File: config.mk
export PLATFORM = sky130hd
export DESIGN_NAME = combined_lfsr_range_random_core
export DESIGN_NICKNAME = d
export VERILOG_FILES = /design/src/rtl/clrr_pkg.sv /design/src/rtl/clrr_front.sv /design/src/rtl/clrr_queue.sv /design/src/rtl/clrr_back.sv /design/src/rtl/combined_lfsr_range_random_core.sv
export SDC_FILE = /design/constraint.sdc
export NUM_CORES = 1
export LEC_CHECK = 0
export ABC_AREA = 1
export BUFFER_PORTS_ARGS = -buffer_cell sky130_fd_sc_hd__buf_2
export CAP_MARGIN = 5
export CORE_MARGIN = 8
export CORE_UTILIZATION = 45
export DETAILED_ROUTE_END_ITERATION = 10
export GPL_TIMING_DRIVEN = 1
export PLACE_DENSITY_LB_ADDON = 0.08
export SETUP_SLACK_MARGIN = 0.05
export SYNTH_ARGS = -nofsm -noshare
export SYNTH_HDL_FRONTEND = slang
export SYNTH_SLANG_ARGS = --single-unit
File: constraint.sdc
create_clock -name clk -period 5 [get_ports clk]
set_input_delay 0.25 -clock clk [delete_from_list [all_inputs] [get_ports clk]]
set_output_delay 0.25 -clock clk [all_outputs]
set_load 0.01 [all_outputs]
File: src/rtl/clrr_pkg.sv
// Shared types, constants and LFSR helper functions of the combined LFSR range random block.
package clrr_pkg;

  // Field and register widths
  localparam int unsigned WIDE_W    = 32;
  localparam int unsigned NARROW_W  = 31;
  localparam int unsigned DRAW_W    = 16;
  localparam int unsigned VALUE_W   = 32;
  localparam int unsigned CFG_IDX_W = 2;
  localparam int unsigned CFG_W     = 32;

  // Default depth of the queue between front and back
  localparam int unsigned QUEUE_DEPTH = 2;

  // Seed derivation constants
  localparam logic [31:0] SEED_OFFSET    = 32'h2F2F2F2F;
  localparam logic [31:0] WIDE_MOD       = 32'hFFFFFFFF;
  localparam logic [31:0] NARROW_MOD     = 32'h7FFFFFFF;
  localparam logic [31:0] NARROW_MOD_X2  = 32'hFFFFFFFE;

  // Reset values
  localparam logic [WIDE_W-1:0]   MASK_WIDE_RESET   = 32'hB4BCD35C;
  localparam logic [NARROW_W-1:0] MASK_NARROW_RESET = 31'h7A5BC2E3;
  localparam logic [WIDE_W-1:0]   WIDE_RESET        = 32'h00000001;
  localparam logic [NARROW_W-1:0] NARROW_RESET      = 31'h2F2F2F30;

  // Register indexes of the configuration port
  typedef enum logic [CFG_IDX_W-1:0] {
    CFG_SEED        = 2'd0,
    CFG_MASK_WIDE   = 2'd1,
    CFG_MASK_NARROW = 2'd2
  } cfg_index_t;

  // One queued request: draw, unsigned span and lower bound
  typedef struct packed {
    logic [DRAW_W-1:0]  draw;
    logic [VALUE_W-1:0] diff;
    logic [VALUE_W-1:0] low;
  } work_t;

  // Queue status seen by front and back
  typedef struct packed {
    logic full;
    logic not_empty;
  } q_status_t;

  // One right-shifting Galois step of the wide register
  function automatic logic [WIDE_W-1:0] step_wide(input logic [WIDE_W-1:0] r,
                                                  input logic [WIDE_W-1:0] mask);
    logic [WIDE_W-1:0] s;
    s = r >> 1;
    if (r[0]) s = s ^ mask;
    return s;
  endfunction

  // One right-shifting Galois step of the narrow register
  function automatic logic [NARROW_W-1:0] step_narrow(input logic [NARROW_W-1:0] r,
                                                      input logic [NARROW_W-1:0] mask);
    logic [NARROW_W-1:0] s;
    s = r >> 1;
    if (r[0]) s = s ^ mask;
    return s;
  endfunction

  // seed mod 0xFFFFFFFF
  function automatic logic [WIDE_W-1:0] reload_wide(input logic [31:0] seed);
    return (seed == WIDE_MOD) ? '0 : seed;
  endfunction

  // ((seed + offset) mod 2^32) mod 0x7FFFFFFF; the 32-bit sum is below three times the modulus
  function automatic logic [NARROW_W-1:0] reload_narrow(input logic [31:0] seed);
    logic [31:0] s;
    s = seed + SEED_OFFSET;
    if (s >= NARROW_MOD_X2) s = s - NARROW_MOD_X2;
    else if (s >= NARROW_MOD) s = s - NARROW_MOD;
    return s[NARROW_W-1:0];
  endfunction

endpackage

File: src/rtl/clrr_front.sv
// Front end: configuration registers, both LFSRs, and request intake into the queue.
module clrr_front (
  input  logic                            clk,
  input  logic                            rst,
  input  logic                            cfg_we,
  input  logic [clrr_pkg::CFG_IDX_W-1:0]  cfg_index,
  input  logic [clrr_pkg::CFG_W-1:0]      cfg_data,
  input  logic                            s_tvalid,
  output logic                            s_tready,
  input  logic [63:0]                     s_tdata,   // range_low[31:0], range_high[63:32]
  input  clrr_pkg::q_status_t             q_status,
  output logic                            push,
  output clrr_pkg::work_t                 push_data
);

  logic [clrr_pkg::WIDE_W-1:0]   mask_wide;
  logic [clrr_pkg::NARROW_W-1:0] mask_narrow;
  logic [clrr_pkg::WIDE_W-1:0]   wide_reg;
  logic [clrr_pkg::NARROW_W-1:0] narrow_reg;
  logic [clrr_pkg::WIDE_W-1:0]   wide_reg_next;
  logic [clrr_pkg::NARROW_W-1:0] narrow_reg_next;
  logic [clrr_pkg::VALUE_W-1:0]  range_low;
  logic [clrr_pkg::VALUE_W-1:0]  range_high;

  assign range_low  = s_tdata[31:0];
  assign range_high = s_tdata[63:32];

  assign s_tready = !q_status.full;
  assign push     = s_tvalid && s_tready;

  // Wide register steps twice, narrow once per request
  always_comb begin
    wide_reg_next   = clrr_pkg::step_wide(clrr_pkg::step_wide(wide_reg, mask_wide), mask_wide);
    narrow_reg_next = clrr_pkg::step_narrow(narrow_reg, mask_narrow);
  end

  // Queue entry built from the stepped registers
  always_comb begin
    push_data.draw = wide_reg_next[clrr_pkg::DRAW_W-1:0]
                   ^ narrow_reg_next[clrr_pkg::DRAW_W-1:0];
    push_data.diff = range_high - range_low;
    push_data.low  = range_low;
  end

  // Configuration writes and LFSR advance
  always_ff @(posedge clk) begin
    if (rst) begin
      mask_wide   <= clrr_pkg::MASK_WIDE_RESET;
      mask_narrow <= clrr_pkg::MASK_NARROW_RESET;
      wide_reg    <= clrr_pkg::WIDE_RESET;
      narrow_reg  <= clrr_pkg::NARROW_RESET;
    end else if (cfg_we) begin
      unique case (cfg_index)
        clrr_pkg::CFG_SEED: begin
          wide_reg   <= clrr_pkg::reload_wide(cfg_data);
          narrow_reg <= clrr_pkg::reload_narrow(cfg_data);
        end
        clrr_pkg::CFG_MASK_WIDE: begin
          mask_wide <= cfg_data;
        end
        clrr_pkg::CFG_MASK_NARROW: begin
          mask_narrow <= cfg_data[clrr_pkg::NARROW_W-1:0];
        end
        default: begin
        end
      endcase
    end else if (push) begin
      wide_reg   <= wide_reg_next;
      narrow_reg <= narrow_reg_next;
    end
  end

endmodule

File: src/rtl/clrr_queue.sv
// Short FIFO of pending requests between front and back.
module clrr_queue #(
  parameter int unsigned DEPTH = clrr_pkg::QUEUE_DEPTH
) (
  input  logic                clk,
  input  logic                rst,
  input  logic                push,
  input  clrr_pkg::work_t     push_data,
  input  logic                pop,
  output clrr_pkg::work_t     pop_data,
  output clrr_pkg::q_status_t status
);

  localparam int unsigned PTR_W = (DEPTH > 1) ? $clog2(DEPTH) : 1;
  localparam int unsigned CNT_W = $clog2(DEPTH + 1);

  clrr_pkg::work_t  entries [DEPTH];
  logic [PTR_W-1:0] wr_ptr;
  logic [PTR_W-1:0] rd_ptr;
  logic [CNT_W-1:0] count;

  assign status.full      = (count == CNT_W'(DEPTH));
  assign status.not_empty = (count != '0);
  assign pop_data         = entries[rd_ptr];

  // Entry storage
  always_ff @(posedge clk) begin
    if (push) entries[wr_ptr] <= push_data;
  end

  // Pointers and fill count
  always_ff @(posedge clk) begin
    if (rst) begin
      wr_ptr <= '0;
      rd_ptr <= '0;
      count  <= '0;
    end else begin
      if (push) wr_ptr <= (wr_ptr == PTR_W'(DEPTH - 1)) ? '0 : wr_ptr + 1'b1;
      if (pop)  rd_ptr <= (rd_ptr == PTR_W'(DEPTH - 1)) ? '0 : rd_ptr + 1'b1;
      if (push && !pop)      count <= count + 1'b1;
      else if (pop && !push) count <= count - 1'b1;
    end
  end

  // Checks
  a_no_overflow: assert property (@(posedge clk) disable iff (rst)
    !(push && status.full && !pop)) else $error("queue push while full");
  a_no_underflow: assert property (@(posedge clk) disable iff (rst)
    !(pop && !status.not_empty)) else $error("queue pop while empty");
  a_count_bound: assert property (@(posedge clk) disable iff (rst)
    count <= CNT_W'(DEPTH)) else $error("queue count beyond depth");

endmodule

File: src/rtl/clrr_back.sv
// Back end: bit-serial restoring modulo, bound add and output register.
module clrr_back (
  input  logic                          clk,
  input  logic                          rst,
  input  clrr_pkg::q_status_t           q_status,
  input  clrr_pkg::work_t               q_data,
  output logic                          pop,
  output logic                          m_tvalid,
  input  logic                          m_tready,
  output logic [clrr_pkg::VALUE_W-1:0]  m_tdata,   // value[31:0]
  output logic                          m_tuser    // empty_range[0]
);

  localparam int unsigned CNT_W = $clog2(clrr_pkg::DRAW_W);

  typedef enum logic [2:0] {
    ST_IDLE   = 3'b001,
    ST_RUN    = 3'b010,
    ST_FINISH = 3'b100
  } state_t;

  state_t                       state;
  state_t                       state_next;
  logic [clrr_pkg::DRAW_W-1:0]  draw_sh;
  logic [clrr_pkg::DRAW_W-1:0]  rem;
  logic [clrr_pkg::DRAW_W-1:0]  rem_next;
  logic [clrr_pkg::DRAW_W:0]    shifted;
  logic [clrr_pkg::VALUE_W-1:0] diff;
  logic [clrr_pkg::VALUE_W-1:0] low;
  logic [CNT_W-1:0]             count;
  logic                         out_free;

  assign out_free = !m_tvalid || m_tready;
  assign pop      = (state == ST_IDLE) && q_status.not_empty;

  // One restoring step: shift in next draw bit, subtract span if it fits
  always_comb begin
    shifted  = {rem, draw_sh[clrr_pkg::DRAW_W-1]};
    rem_next = shifted[clrr_pkg::DRAW_W-1:0];
    if ({{(clrr_pkg::VALUE_W-clrr_pkg::DRAW_W-1){1'b0}}, shifted} >= diff) begin
      rem_next = clrr_pkg::DRAW_W'(shifted - diff[clrr_pkg::DRAW_W:0]);
    end
  end

  // Sequencer
  always_comb begin
    state_next = state;
    unique case (state)
      ST_IDLE:   if (q_status.not_empty) state_next = ST_RUN;
      ST_RUN:    if (count == '0) state_next = ST_FINISH;
      ST_FINISH: if (out_free) state_next = ST_IDLE;
      default:   state_next = ST_IDLE;
    endcase
  end

  always_ff @(posedge clk) begin
    if (rst) state <= ST_IDLE;
    else     state <= state_next;
  end

  // Datapath of the modulo unit
  always_ff @(posedge clk) begin
    unique case (state)
      ST_IDLE: begin
        draw_sh <= q_data.draw;
        diff    <= q_data.diff;
        low     <= q_data.low;
        rem     <= '0;
        count   <= CNT_W'(clrr_pkg::DRAW_W - 1);
      end
      ST_RUN: begin
        rem     <= rem_next;
        draw_sh <= draw_sh << 1;
        count   <= count - 1'b1;
      end
      ST_FINISH: begin
      end
      default: begin
      end
    endcase
  end

  // Output register; empty span returns the lower bound
  always_ff @(posedge clk) begin
    if (rst) begin
      m_tvalid <= 1'b0;
    end else if (state == ST_FINISH && out_free) begin
      m_tvalid <= 1'b1;
    end else if (m_tready) begin
      m_tvalid <= 1'b0;
    end
  end

  always_ff @(posedge clk) begin
    if (state == ST_FINISH && out_free) begin
      m_tuser <= (diff == '0);
      m_tdata <= (diff == '0) ? low
               : low + {{(clrr_pkg::VALUE_W-clrr_pkg::DRAW_W){1'b0}}, rem};
    end
  end

  // Checks
  a_rem_bound: assert property (@(posedge clk) disable iff (rst)
    (state == ST_RUN && diff != '0) |=>
      ({{(clrr_pkg::VALUE_W-clrr_pkg::DRAW_W){1'b0}}, rem} < diff))
    else $error("remainder not below span");
  a_finish_holds: assert property (@(posedge clk) disable iff (rst)
    (state == ST_FINISH && !out_free) |=> (state == ST_FINISH))
    else $error("result dropped while output busy");
  a_no_pop_busy: assert property (@(posedge clk) disable iff (rst)
    (state != ST_IDLE) |-> !pop) else $error("pop while modulo unit busy");

endmodule

File: src/rtl/combined_lfsr_range_random_core.sv
// Each word goes through the modulo unit in order: one load, 16 restoring steps, one result write.
// The bit-serial modulo loop sets the sustained rate: a new word is taken only after the last is written out.
// The request queue lets the front accept while the back end and output register are busy.
// rst is synchronous, active high: LFSRs reload from seed 1, masks take their defaults,
// queue and output are emptied.
module combined_lfsr_range_random_core #(
  parameter int unsigned QUEUE_DEPTH = clrr_pkg::QUEUE_DEPTH
) (
  input  logic                            clk,
  input  logic                            rst,
  input  logic                            cfg_we,
  input  logic [clrr_pkg::CFG_IDX_W-1:0]  cfg_index,
  input  logic [clrr_pkg::CFG_W-1:0]      cfg_data,
  input  logic                            s_tvalid,
  output logic                            s_tready,
  input  logic [63:0]                     s_tdata,   // range_low[31:0], range_high[63:32]
  output logic                            m_tvalid,
  input  logic                            m_tready,
  output logic [clrr_pkg::VALUE_W-1:0]    m_tdata,   // value[31:0]
  output logic                            m_tuser    // empty_range[0]
);

  clrr_pkg::q_status_t q_status;
  clrr_pkg::work_t     push_data;
  clrr_pkg::work_t     pop_data;
  logic                push;
  logic                pop;

  clrr_front u_front (
    .clk       (clk),
    .rst       (rst),
    .cfg_we    (cfg_we),
    .cfg_index (cfg_index),
    .cfg_data  (cfg_data),
    .s_tvalid  (s_tvalid),
    .s_tready  (s_tready),
    .s_tdata   (s_tdata),
    .q_status  (q_status),
    .push      (push),
    .push_data (push_data)
  );

  clrr_queue #(
    .DEPTH (QUEUE_DEPTH)
  ) u_queue (
    .clk       (clk),
    .rst       (rst),
    .push      (push),
    .push_data (push_data),
    .pop       (pop),
    .pop_data  (pop_data),
    .status    (q_status)
  );

  clrr_back u_back (
    .clk      (clk),
    .rst      (rst),
    .q_status (q_status),
    .q_data   (pop_data),
    .pop      (pop),
    .m_tvalid (m_tvalid),
    .m_tready (m_tready),
    .m_tdata  (m_tdata),
    .m_tuser  (m_tuser)
  );

endmodule
==> impl_metrics.csv, run 1 <==
group,metric,value,unit
worst_setup_path,cpMostUsedCell,"o21ai_0",
detailed_routing,drt_iter0_drc,1569,
worst_hold_path,whs_path_depth,3,
synth,async_reset_ff_frac,0,
worst_setup_path,required,5320,ps
power_and_ir_drop,pwr-share-clk,0.275,
outcome,status,"finished clean",
floorplan,start_util,0.457,
synth,synthAdderAreaFrac,0.0389,
cells_and_area,top_register,"u_queue.entries",
detailed_routing,via_per_inst,5.43,
grt,grt_max_degree,80,
synth,seq_area_frac_synth,0.478,
cells_and_area,largest_reg_flops,160,
place,placedCellCount,3570,
floorplan,core_area,52700,um2
cells_and_area,drive_gt1_frac,0.127,
sta,slew_headroom,0.307,
grt,gr-total-overflow,0,
worst_setup_path,r2r_cells,11,
grt,grtUsageTotal,0.237,
power_and_ir_drop,p_switching,4.48,mW
cts,clk_pin_slew_worst_paths,50,ps
synth,avgSynthCellArea,8.53,um2
worst_setup_path,slowest_stage,"o21ai_0",
floorplan,io_pins,138,
synth,ys_ff_latch,428,
grt,grt_pass1_wl,114000,um
cells_and_area,instances_no_fill,3695,
worst_setup_path,crit_family,"compound AO/OA/AOI/OAI gates",
worst_setup_path,crit_arrival,4120,ps
worst_hold_path,hp-class,"primary input to flip-flop",
synth,synth_nets,2993,
worst_setup_path,endpoint_kind,"flip-flop",
cts,post_cts_buffers,0,
place,portBuffers,137,
sta,period_share,0.761,
power_and_ir_drop,vdd.ir_drop.worst,0.309,mV
synth,synthTopCellsByArea,"edfxtp_1 37%, dfxtp_1 11%, nand2_1 11%",
place,dp_hpwl,54400,um
worst_setup_path,crit_path_start_kind,"primary input",
worst_setup_path,worst-path-stages,14,
detailed_routing,drt-wirelength-per-cell,19.8,um
cells_and_area,num_antenna_cells,0,
synth,synthSimpleGateAreaFrac,0.205,
synth,muxShareOfSynthArea,0.0304,
synth,yosys_warnings,0,
synth,synth_cells,2817,
sta,setup_violations,0,
floorplan,die_width,247,um
cts,cts-root-buf,"clkbuf_16",
synth,synth.top_cell.area_share,0.366,
sta,finalClockSkew,42.6,ps
sta,fin_crit,3800,ps
cts,clock_latency,600,ps
cts,h-tree-depth,2,
synth,synth_largest_area_cell,"edfxtp_1",
flow_run,cap_violations,0,
power_and_ir_drop,p_per_area,473,nW/um2
synth,synth_compound_area_frac,0.118,
floorplan,rows,84,
worst_setup_path,critPathMaxStageDelay,560,ps
worst_setup_path,crit_buf_inv,3,
sta,rsz0062_at_grt,"false",
cts,cts_tree,"built",
cts,cts.sink_count,428,
synth,syn_area,24000,um2
power_and_ir_drop,internal_power,8.48,mW
floorplan,die_h,247,um
synth,synth-edff-count,293,
power_and_ir_drop,switching_share,0.345,
power_and_ir_drop,p_comb_frac,0.309,
synth,synth_top_family_by_area,"simple AND/OR/NAND/NOR gates",
sta,worstMarginPinSlew,1030,ps
grt,grt_pass1_vias,19600,
detailed_routing,dr_total_vias,20100,
cts,cts_buffer_depth,3,
synth,synth_flop_cell,"edfxtp_1",
synth,yosys.area_share.xor_xnor,0.0598,
power_and_ir_drop,power.share.sequential,0.416,
detailed_routing,drc_errors,0,
cts,numCtsBuffers,48,
worst_setup_path,worstPathCellList,"dlygate4sd3_1 -> buf_2 -> inv_1 -> ha_1 -> nand2_1 -> o21ai_0 -> a21oi_1 -> o21ai_0 -> a21oi_1 -> o21ai_0 -> a21boi_0 -> o21ai_0 -> a21oi_1 -> xnor2_1",
grt,antenna_found_initial,0,
cells_and_area,area_growth,13.8,%
floorplan,fp.dieArea,61100,um2
worst_setup_path,critical_path_class,"primary input to flip-flop",
power_and_ir_drop,leakagePower,11.8,nW
worst_setup_path,cp_max_fo,4,
detailed_routing,wl,73000,um
sta,fmax,263,MHz
sta,drv_slew,0,
cells_and_area,final_nets,3143,
sta,hold_violations,0,
detailed_routing,antenna_left,0,
detailed_routing,first_pass_iters,6,
place,place_congestion,0.948,
synth,synth.distinct_cells,54,
sta,timing.setup.tns,0,ps
kinds of logic after synthesis:
kind of cell / Yosys count
compound gates: 502
xor+xnor: 162
fa+ha+maj: 73
buf+inv: 431
flops: 428
mux: 65
simple gates: 1156
worst reg2reg max path: stages, from the launching register on:
cell and delay, ps:
edfxtp_1 460, ha_1 420, nand2_1 100, nor2_1 170, nand4_1 100, o211ai_1 460
a21oi_1 210, o31ai_1 540, nand3_1 250, nor2_1 230, nand4_1 140, xnor2_1 150
cell usage in the layout, fill, tap and decap left out, types with 6 or more instances in the layout:
| cell | instances |
|---|---|
| nand2_1 | 690 |
| inv_1 | 313 |
| edfxtp_1 | 293 |
| o21ai_0 | 210 |
| nand3_1 | 177 |
| a21oi_1 | 155 |
| nor2_1 | 144 |
| buf_2 | 137 |
| dfxtp_1 | 134 |
| xor2_1 | 82 |
| xnor2_1 | 78 |
| ha_1 | 70 |
| mux2_2 | 65 |
| o211ai_1 | 54 |
| clkbuf_16 | 48 |
| nand4_1 | 35 |
| dlygate4sd3_1 | 35 |
| nor3_1 | 33 |
| o21bai_1 | 22 |
| a31oi_1 | 20 |
| nand2_2 | 20 |
| buf_4 | 19 |
| inv_2 | 18 |
| clkbuf_1 | 14 |
| nor2_2 | 13 |
| nor4_1 | 11 |
| clkinv_1 | 10 |
| clkinv_2 | 10 |
| or2_2 | 9 |
| o21ai_1 | 9 |
| a211oi_1 | 8 |
| nor2_4 | 6 |
| nand3_2 | 6 |
worst paths after layout:
kind / from / to / slack [ps]
min reg2reg: u_queue.rd_ptr$_SDFFE_PP0P_ / flip-flop / 470
max reg2reg: u_back.rem[8]$_SDFFCE_PN0N_ / u_back.m_tdata[31]$_DFFE_PP_ / 1530
max: s_tdata[2] / u_queue.entries[1][55]$_DFFE_PP_ / 1200
min: cfg_data[31] / u_front.wide_reg[31]$_SDFFE_PP0P_ / 30
through the flow:
step	utilization	power, mW	instance area [um2]	hold WS, ps	worst slack (ps)
after floorplan	-	8.26	24000	319	531
after global placement	0.483	9.34	25400	450	1140
after detailed placement	0.483	9.44	25400	460	1190
after CTS	0.520	13.1	27400	1.60	1260
after global routing	0.520	13.8	27400	20.9	828
final	0.520	13.0	27400	34.9	1200
synthesized netlist by cell type (6+ instances only):
library cell / count
nand4_1: 35
ha_1: 70
o21ai_1: 9
mux2_2: 65
a211oi_1: 8
dfxtp_1: 135
o21bai_1: 22
nor2_1: 148
inv_2: 17
xnor2_1: 78
a31oi_1: 20
nor4_1: 11
o21ai_0: 210
buf_1: 9
nand3_1: 177
a21oi_1: 156
buf_2: 6
nand2_1: 691
edfxtp_1: 293
buf_4: 7
nor2_2: 12
xor2_1: 83
o211ai_1: 54
inv_1: 315
or2_2: 9
nor3_1: 36
nand2_2: 19
clkbuf_1: 67
nand3_2: 6
power groups by stage:
| stage | Sequential (mW) | Clock [mW] | Combinational, mW |
|---|---|---|---|
| after global placement | 5.44 | 0 | 3.90 |
| after detailed placement | 5.46 | 0 | 3.98 |
| after global routing | 5.48 | 3.78 | 4.51 |
| after CTS | 5.40 | 3.64 | 4.02 |
| after floorplan | 5.27 | 0 | 2.99 |
| final | 5.40 | 3.56 | 4.00 |
routing by layer:
metal  vias up  part of all wire  GRT usage
met1      9601              0.48      0.341
met2       591              0.44      0.369
met5         -                 0          0
li1       9774                 -          -
met3        98             0.058     0.0354
met4         0             0.025     0.0655
repair_timing:
item	in CTS	in global routing
endpoints found under the hold margin	68	0
resized for setup	0	0
hold buffers	35	0
layout make-up:
| class | count | area, um2 |
|---|---|---|
| Fill cell | 5030 | 25300 |
| Sequential cell | 428 | 11500 |
| Multi-Input combinational cell | 1958 | 10900 |
| Clock buffer | 64 | 1280 |
| Inverter | 338 | 1270 |
| Timing Repair Buffer | 193 | 1220 |
| Tap cell | 688 | 861 |
| Clock inverter | 26 | 313 |
Note: power is estimated with default switching activity, not from simulation.
==> run 2: changes to the inputs <==
--- a/config.mk
+++ b/config.mk
@@ -5,7 +5,7 @@
 export SDC_FILE = /design/constraint.sdc
 export NUM_CORES = 1
 export LEC_CHECK = 0
-export ABC_AREA = 1
+export ABC_AREA = 0
 export BUFFER_PORTS_ARGS = -buffer_cell sky130_fd_sc_hd__buf_2
 export CAP_MARGIN = 5
 export CORE_MARGIN = 8
==> constraint.sdc (replaced) <==
create_clock -name clk -period 3.9 [get_ports clk]
set_input_delay 0.195 -clock clk [delete_from_list [all_inputs] [get_ports clk]]
set_output_delay 0.195 -clock clk [all_outputs]
set_load 0.01 [all_outputs]
==> run 2 against run 1 <==
Worst hold slack better by 8.7 ps. Sequential power rose by 28%. Via count decreased by 11%. Critical path depth is 1 higher. Die area decreased by 4.1%. Clock skew down 16 ps. Clock power grew 21%. Register-to-register slack worse by 1200 ps. Design area is 0.99% lower. First-iteration DRC count decreased by 35%. Global-route usage shrank 2.6 points. Cell count down 13%. Critical endpoint is now u_queue.entries[0][58]$_DFFE_PP_. Largest cell class unchanged. Highest routed layer unchanged.
==> impl_metrics.csv, run 2 <==
group,metric,value,unit
cells_and_area,multi_input_area,10700,um2
power_and_ir_drop,total_power,16.0,mW
worst_hold_path,whs_path_depth,3,
power_and_ir_drop,leakagePower,10.4,nW
synth,async_reset_ff_frac,0,
cts,cts_tree,"built",
grt,grt_pass1_vias,17700,
cts,clock_latency,580,ps
sta,drv_slew,0,
place,pre_cts_slack,-29.2,ps
grt,antenna_found_initial,1,
sta,hold_violations,0,
cells_and_area,final_cell_mix,"337 x nand2_1, 293 x edfxtp_1, 136 x buf_2, 134 x xnor2_1, 134 x dfxtp_1",
grt,grtUsageTotal,0.211,
place,dp_hpwl,46600,um
sta,worst_slack,281,ps
worst_setup_path,crit_arrival,3970,ps
synth,avgSynthCellArea,10.1,um2
synth,synth.top_cell.area_share,0.383,
cts,cts_hold_buf,35,
worst_hold_path,hp-class,"primary input to flip-flop",
grt,grt_max_degree,81,
synth,ys_ff_latch,428,
worst_setup_path,endpoint_kind,"flip-flop",
cells_and_area,mostFrequentLayoutCell,"nand2_1",
detailed_routing,drt-wirelength-per-cell,19.8,um
cells_and_area,fill_cells,4552,
worst_setup_path,cpMostUsedCell,"o21ai_0",
worst_setup_path,critPathMaxStageDelay,600,ps
floorplan,start_util,0.452,
worst_setup_path,crit_family,"simple AND/OR/NAND/NOR gates",
cts,cts_buffer_depth,3,
detailed_routing,first_pass_iters,7,
synth,yosys_warnings,0,
synth,synth_largest_area_cell,"edfxtp_1",
worst_setup_path,reg2reg_to,"u_back.m_tdata[26]$_DFFE_PP_",
sta,slew_headroom,0.386,
detailed_routing,antenna_left,0,
cells_and_area,drive_gt1_frac,0.182,
cells_and_area,top_register,"u_queue.entries",
synth,synth_cells,2272,
synth,synth-edff-count,293,
worst_setup_path,required,4250,ps
grt,gr-total-overflow,0,
synth,synthTopCellsByCount,"337 x nand2_1, 293 x edfxtp_1, 135 x dfxtp_1, 135 x xnor2_1, 134 x nor2_1",
place,placedCellCount,3102,
worst_setup_path,crit_buf_inv,4,
synth,synth.distinct_cells,89,
floorplan,die_h,242,um
cts,clk_pin_slew_worst_paths,60,ps
sta,setup_violations,0,
worst_setup_path,rrSetupSlack,290,ps
detailed_routing,dr_total_vias,17800,
power_and_ir_drop,p_per_area,590,nW/um2
floorplan,fp.dieArea,58600,um2
synth,synth_flop_cell,"edfxtp_1",
synth,syn_area,23000,um2
cts,h-tree-depth,2,
detailed_routing,drt_iter0_drc,1017,
place,place_congestion,0.926,
flow_run,cap_violations,0,
worst_setup_path,cp_max_fo,3,
worst_setup_path,reg2reg_from,"u_back.rem[0]$_SDFFCE_PN0N_",
cells_and_area,largest_reg_flops,160,
floorplan,io_pins,138,
cts,cts-resized-gates,0,
cts,cts.sink_count,428,
outcome,status,"finished clean",
sta,fmax,276,MHz
cts,post_cts_buffers,0,
cells_and_area,area_growth,17.8,%
detailed_routing,wl,63900,um
worst_setup_path,r2r_cells,13,
cts,numCtsBuffers,47,
worst_setup_path,worstPathCellList,"dlygate4sd3_1 -> buf_2 -> inv_1 -> ha_1 -> nor2b_1 -> o21ai_0 -> a21boi_0 -> o21ai_0 -> a211oi_1 -> buf_4 -> or4_1 -> and4_1 -> o21ai_0 -> nor2b_1 -> xnor2_1",
sta,period_share,0.928,
detailed_routing,via_per_inst,5.51,
floorplan,die_width,242,um
grt,grt_pass1_wl,99700,um
cells_and_area,final_nets,2682,
sta,fin_crit,3620,ps
worst_setup_path,crit_path_start_kind,"primary input",
sta,rsz0062_at_grt,"false",
power_and_ir_drop,vdd.ir_drop.worst,0.341,mV
detailed_routing,drc_errors,0,
worst_setup_path,critical_path_class,"primary input to flip-flop",
cells_and_area,instances_no_fill,3222,
place,place_area,25300,um2
synth,post-synth-top-count-cell,"nand2_1",
place,portBuffers,137,
sta,worstMarginPinSlew,922,ps
cells_and_area,design_area,27100,um2
worst_hold_path,holdPathEnd,"u_front.mask_wide[28]$_SDFFE_PP1P_",
synth,synth_nets,2448,
cts,cts-root-buf,"clkbuf_16",
cells_and_area,register_area,11500,um2
worst_setup_path,slowest_stage,"or4_1",
sta,finalClockSkew,26.7,ps
worst_hold_path,min_from,"cfg_data[28]",
synth,seq_area_frac_synth,0.500,
synth,synthTopCellsByArea,"edfxtp_1 38%, dfxtp_1 12%, nand2_1 5.5%",
floorplan,rows,83,
floorplan,core_area,50900,um2
==> run 2: cell count changes after synthesis, sizes merged, moves of 18 or more <==
cell	previous run	this run
nand2b	0	22
a21oi	159	115
o21ai	219	136
o21bai	23	5
mux2i	0	27
nand2	712	337
or3	0	23
clkbuf	67	109
nand4	35	15
xnor2	78	136
nor2	163	135
inv	333	100
nand3	183	59
==> run 2: worst max path at each step <==
stage / slack [ps] / start / endpoint / depth (start not counted)
after CTS: 300 / u_back.rem[0]$_SDFFCE_PN0N_ / u_back.m_tdata[26]$_DFFE_PP_ / 13
after detailed placement: -30 / cfg_data[8] / u_front.narrow_reg[30]$_SDFFE_PP0P_ / 11
after floorplan: 70 / cfg_data[0] / u_front.narrow_reg[20]$_SDFFE_PP0P_ / 13
after global placement: 7 / cfg_data[8] / u_front.narrow_reg[30]$_SDFFE_PP0P_ / 11
after global routing: 100 / s_tdata[2] / u_queue.entries[0][58]$_DFFE_PP_ / 15
final: 280 / s_tdata[2] / u_queue.entries[0][58]$_DFFE_PP_ / 15
==> run 2: cells by family after synthesis <==
group                      after synthesis  synth area share
AOI/OAI and AO/OA                      477             0.137
xor gates and xnor gates               213            0.0814
adders and majority gates               73            0.0407
buffers and inverters                  224            0.0371
DFF                                    428             0.500
muxes                                   96            0.0455
and+or+nand+nor                        761             0.158
==> run 2: worst reg2reg max path, stage by stage (launching register included) <==
cell and delay (ps):
edfxtp_1 470, ha_1 240, inv_1 70, fa_1 200
nor2b_1 50, o21ai_0 190, a21oi_1 120, o21ai_0 240
a21oi_1 160, a211oi_1 440, o311ai_0 250, a21oi_1 600
nor3b_1 150, xor2_1 170
==> run 2: cell type report <==
| type | count | area share |
|---|---|---|
| Antenna cell | 1 | 0.0000924 |
| Inverter | 101 | 0.0140 |
| Timing Repair Buffer | 308 | 0.0788 |
| Multi-Input combinational cell | 1620 | 0.396 |
| Sequential cell | 428 | 0.425 |
| Tap cell | 680 | 0.0314 |
| Clock inverter | 23 | 0.00716 |
| Clock buffer | 61 | 0.0477 |
==> run 2: per-stage QoR <==
step	TNS, ps	hold slack (ps)	utilization
final	0	43.5	0.532
after detailed placement	-29.2	400	0.496
after floorplan	0	294	-
after CTS	0	5.98	0.532
after global routing	0	26.5	0.532
after global placement	0	399	0.496
==> run 2: report_power, final <==
group          internal, mW  switching [mW]  total (mW)
Clock                  2.53            1.80        4.32
Combinational          2.01            2.75        4.75
Sequential             6.35           0.556        6.91
==> run 2: routing by layer <==
metal	GRT usage	part of all wire	routed length, um	vias up
met2	0.374	0.49	31500	426
met3	0.0298	0.044	2790	104
met5	0	0	0	-
met1	0.262	0.43	27600	8561
li1	-	-	-	8676
met4	0.0706	0.031	1990	0
